--- src/pbwmm_pkg.sv ---
// Package for the per-beam window min/max unit.
// Holds the shared sample type, the accumulator control struct and the sequencer states.
// No dependencies.
package pbwmm_pkg;

  // Default sizes of the scan ring.
  localparam int WINDOW_DEF = 400;
  localparam int BEAMS_DEF  = 721;

  // Width and reset value of the window length register.
  localparam int             WL_W     = 9;
  localparam logic [WL_W-1:0] WL_RESET = 9'd400;

  // Field widths of the input and result transactions.
  localparam int BEAM_W = 10;
  localparam int VAL_W  = 16;

  // Lane order inside a sample word.
  localparam int LANE_DIST   = 0;
  localparam int LANE_INT    = 1;
  localparam int LANE_INTRIN = 2;
  localparam int LANES       = 3;

  // One stored beam: distance, intensity and intrinsic intensity.
  typedef logic [LANES-1:0][VAL_W-1:0] sample_t;

  // Control from the sequencer to the extreme accumulator.
  typedef struct packed {
    logic init;    // load current values as both extremes
    logic update;  // fold the read-back sample into the extremes
  } acc_ctrl_t;

  // Sequencer states.
  typedef enum logic [1:0] {
    S_IDLE,
    S_WALK,
    S_DRAIN,
    S_FINISH
  } seq_state_e;

endpackage

--- src/pbwmm_extreme_acc.sv ---
// Running maximum and minimum of the three beam quantities.
// Driven by the sequencer through acc_ctrl_t. Uses pbwmm_pkg.
module pbwmm_extreme_acc
  import pbwmm_pkg::*;
(
  input  logic      clk_i,
  input  acc_ctrl_t ctrl_i,
  input  sample_t   cur_i,
  input  sample_t   rd_i,
  output sample_t   hi_o,
  output sample_t   lo_o
);

  sample_t hi_q, hi_d;
  sample_t lo_q, lo_d;

  // Each lane compares independently against the read-back sample.
  always_comb begin
    hi_d = hi_q;
    lo_d = lo_q;
    if (ctrl_i.init) begin
      hi_d = cur_i;
      lo_d = cur_i;
    end else if (ctrl_i.update) begin
      for (int q = 0; q < LANES; q++) begin
        if (rd_i[q] > hi_q[q]) begin
          hi_d[q] = rd_i[q];
        end
        if (rd_i[q] < lo_q[q]) begin
          lo_d[q] = rd_i[q];
        end
      end
    end
  end

  always_ff @(posedge clk_i) begin
    hi_q <= hi_d;
    lo_q <= lo_d;
  end

  assign hi_o = hi_q;
  assign lo_o = lo_q;

endmodule

--- config.mk ---
export PLATFORM = sky130hd
export DESIGN_NAME = pbwmm_extreme_acc
export DESIGN_NICKNAME = d
export VERILOG_FILES = /design/src/pbwmm_pkg.sv /design/src/pbwmm_extreme_acc.sv
export SDC_FILE = /design/constraint.sdc
export NUM_CORES = 1
export LEC_CHECK = 0
export BUFFER_PORTS_ARGS = -buffer_cell sky130_fd_sc_hd__clkbuf_2
export CORE_ASPECT_RATIO = 1.25
export CORE_MARGIN = 3
export CORE_UTILIZATION = 25
export DETAILED_ROUTE_END_ITERATION = 10
export MAX_ROUTING_LAYER = met4
export PLACE_DENSITY = 0.45
export RECOVER_POWER = 50
export SLEW_MARGIN = 10
export SYNTH_ARGS = -nofsm -noshare
export SYNTH_HDL_FRONTEND = slang
export SYNTH_SLANG_ARGS = --single-unit
--- constraint.sdc ---
create_clock -name clk_i -period 2.25 [get_ports clk_i]
set_clock_uncertainty 0.1 [all_clocks]
set_input_delay 0.45 -clock clk_i [delete_from_list [all_inputs] [get_ports clk_i]]
set_output_delay 0.45 -clock clk_i [all_outputs]
set_load 0.005 [all_outputs]
* After elaboration in Yosys (flattened, before gate mapping)
Index checks and enable logic that the tools add are counted.
** Cells by class
- $lt $le $gt $ge :: 6
- Muxes and demuxes :: 10
- Reductions and logical operators :: 13
** Operators by type and width (number)
- $mux 48 :: 4
- $mux 16 :: 6
- $gt 16x16->1 :: 3
- $lt 16x16->1 :: 3
- $reduce_bool 2->1 :: 7
- $reduce_and 2->1 :: 6
** Word-level totals
- Register bits after elaboration :: 96
- Bits of input ports :: 99
- Output and inout port bits :: 96

* Depth between registers and ports, before layout
- Depth after elaboration :: 4
- Mapped depth :: 6
- Mapped depth without buffers :: 6

* Worst setup path after synthesis
Ideal clock, no wire load.
- Path type :: input to register
- Start :: input port rd_i[47] (netlist bit)
- End :: register hi_q (netlist bit hi_o[32]), enable pin
- Setup time :: 375 ps
- Arrival time :: 1882 ps
- Data required time :: 1775 ps
- Slack :: -107 ps
- Stages on the path :: 5
- Path buffers :: 0
- Cells stage by stage :: ha_1 nand4_2 or3_1 a21oi_2 o41a_1
** Between the ends
- Cells in the longest elaborated chain, start to end :: 3
** RTL lines
- start, declared :: line pbwmm_extreme_acc.sv:9 : input sample_t rd_i,
- $gt 16x16->1 :: line pbwmm_extreme_acc.sv:26 : if (rd_i[q] > hi_q[q]) begin
- $reduce_bool 2->1 (no source line)
- $reduce_and 2->1 (no source line)
- end signal, assigned :: line pbwmm_extreme_acc.sv:37 : hi_q <= hi_d;
- end, declared :: line pbwmm_extreme_acc.sv:14 : sample_t hi_q, hi_d;
Every way passes these cells.
A chain may end at the register's enable or synchronous reset.

* Final worst setup path
- Start :: register hi_q (netlist bit hi_o[15])
- End :: register hi_q (netlist bit hi_o[2]), enable pin
** Between the ends
- Cells in the longest elaborated chain, start to end :: 3
** RTL lines (line)
- $gt 16x16->1 :: pbwmm_extreme_acc.sv:26
- $reduce_bool 2->1 (no source line)
- $reduce_and 2->1 (no source line)
Every way passes these cells.

==> impl_results.md <==
* Final cell count without fillers at 1,015
* Die area at 0.0252 mm²
* Critical Path RT at 2.27 ns
* Worst Hold Endpoint: lo_o[33]$_DFFE_PP_
* PwrDens at 654 mW/mm²
* Depth of the worst register-to-register path at 7
* Fin util at 34.6%
* I/O pins at 195
* Most common cell after layout, fill and taps aside: clkbuf_2
* Internal at 3.65 mW
* RR Endpoint: hi_o[2]$_DFFE_PP_
* Hpwl dp at 14.1 mm
* Multi-input logic area at 0.00263 mm²
* Largest net degree at the start of global routing at 29
* Avg Cell Area, Syn at 12.1 µm²
* Clk Latency, worst-skew pair at 0.35 ns
* Die Ht at 177 µm
* Largest area contributor in the netlist: edfxtp_1
* # rows at 61
* Worst r2r src: hi_o[15]$_DFFE_PP_
* Post-synth EDFFs at 96
* Area grow syn2layout at 34.1%
* Min Clock Period, post-route at 2.15 ns
* Busiest metal layer after global routing: met2
* DR pass1 iterations at 4
* GPL Wtd Cong at 0.768
* Routed Antenna Nets at 0
* Post-Synth Adder-Cell Area at 19.9%
* Status: finished clean
* GRT Overall Usage at 13.8%
* Worst hold path depth at 2
* Simple-Gate Fraction of Synth Area at 6.22%
* CORE AREA at 0.0226 mm²
* H-tree Lvls at 3
* Initial Util at 25.8%
* Total power at 5.12 mW
* Ranking of synthesized cells by area: edfxtp_1, ha_1, mux2_2
* Post-synthesis compound-gate area fraction at 9.05%
* Layout cells sized above 1 at 32.9%
* Number of fill cells in the layout at 2,377
* Synthesized area at 0.00583 mm²
* P_leak at 3.63 nW
* Worst-path clk slew at 0.07 ns
* Synth Register Bits at 96
* Commonest cells after routing, fill and taps aside: clkbuf_2, edfxtp_1, inv_1, ha_1, clkbuf_1
* Register area share after synthesis at 49.4%
* Xor/xnor share of the synthesized area at 0%
* Post-layout net count at 920
* Hold Crit Class: in -> reg
* CTS tree: done
* Final setup fails at 0
* Max-slew headroom at 36.9%
* CTS Buf Count at 9
* Remaining DRCs at 0
* Clock sinks at 96
* NetSw at 1.46 mW
* Initial DRC Count at 147
* Routed length per instance at 16.8 µm
* Asr flop ratio synth at 0%
* Routing usage on met2 at 23.7%
* Hold WS at 0.317 ns
* Max Freq at 464 MHz
* Sum Neg Setup Slack at 0 ns
* Post-synthesis mux area share at 8.69%
* Reg2reg setup slack at 0.1 ns
* M3 GR Usage at 2.76%
* GR Layer Usage met1 at 16.3%
* I/O Buffers at 194
* Warnings from Yosys at 0
* Synth unique cells at 33
* Area post-placement at 0.00746 mm²
* Combinational share of power at 24.3%
* Placed cells at 993
* Post-Place Setup Slack at -0.266 ns
* Post-Syn Nets at 673
* Hold path start: cur_i[33]
* Via count at 4,651
* Via/cell ratio at 4.58
* Fin area at 0.00782 mm²
* Cts hold-fix bufs at 0
* Initial antenna violation count at 0
* Period utilization at 95.8%
* Max_cap viols at 0
* Largest family of logic cells by synthesized area: adder cells
* Crit end category: flop
* Arrival time worst endpoint at 2.17 ns
* Register area at 0.00288 mm²
* Dominant synthesized flop cell: edfxtp_1
* Antenna cells at 0
* CTS root buf: clkbuf_16
* Crit path from: hi_o[15]$_DFFE_PP_
* Final worst slack at 0.0953 ns
* Max clock buf depth at 2
* Crit-path max FO at 4
* First-pass GRT wire length at 26.4 mm
* Routed WL at 17.1 mm
* Hold Vio Cnt, Final at 0
* Grt ovf at 0
* Top-area cell type share of the netlist area at 49.4%
* Worst-margin pin slew at 0.947 ns
* Switching Share at 28.6%
* Critical Path Source Type: flop
* Peak VDD IR at 340 µV
* Post-synthesis cell count at 481
* Vias in the first global route at 5,170
* Die Wd at 143 µm
* Slew Limit Fails at 0
* Crit Path Category: reg -> reg
* Sequential Power Share at 45.6%
* Clk pwr share at 30.1%
synth_stat cells (all sizes together), types with 4 or more instances:
cell type / count
a211oi: 6
a21o: 6
a21oi: 28
buf: 6
edfxtp: 96
ha: 93
inv: 93
mux2: 45
nand2: 17
nand3: 9
nand4: 22
o21ai: 14
or3: 4
logic make-up (layout without fill, tap and decap cells):
family,after synthesis,in the layout
compound gates,81,81
fa+ha+maj,93,93
buf+inv,100,351
flops,96,96
mux,45,45
simple gates,66,66
worst max-delay path by stage:
stage | end | depth (start not counted)
2_1_floorplan | hi_o[32]$_DFFE_PP_ | 5
3_3_place_gp | lo_o[18]$_DFFE_PP_ | 6
3_5_place_dp | lo_o[19]$_DFFE_PP_ | 6
4_1_cts | lo_o[32]$_DFFE_PP_ | 6
5_1_grt | lo_o[36]$_DFFE_PP_ | 6
6_report | hi_o[2]$_DFFE_PP_ | 7
worst max-delay path, stage by stage, from the launching register on:
cell and delay (ns):
edfxtp_1 0.39, inv_1 0.07, ha_1 0.25, nand4_1 0.23
buf_4 0.16, a21oi_1 0.04, o41a_4 0.52, buf_4 0.17
what timing repair did:
item	4_1_cts	5_1_grt
setup buffers	0	6
endpoints found under the setup margin	48	96
gates cloned	0	1
pin swaps	0	9
resized for setup	5	7
metal layers:
metal | vias up | part of all wire (%) | wire length, µm
met5 | - | 0 | 0
met3 | 21 | 5.1 | 864
li1 | 2271 | - | -
met4 | 0 | 1.9 | 325
met2 | 131 | 50 | 8500
met1 | 2228 | 43 | 7390
area by class of cell:
cell class / instances / area share, %
sequential: 96 / 36.9
clock inverter: 5 / 0.736
multi-input combinational: 285 / 33.7
tap: 283 / 4.53
timing repair buffer: 243 / 16.8
clock buffer: 10 / 2.93
inverter: 93 / 4.46
registers in the layout, indices dropped and copies added (netlist names):
register / cells
hi_o: 48
lo_o: 48
power groups by stage:
stage | Clock [mW] | Combinational [mW] | Sequential (mW)
global placement | 0 | 1.22 | 2.38
finish | 1.54 | 1.24 | 2.33
CTS | 1.60 | 1.25 | 2.34
detailed placement | 0 | 1.23 | 2.38
global route | 1.67 | 1.41 | 2.36
floorplan | 0 | 0.587 | 2.36
Power figures use the tool's default switching activity.
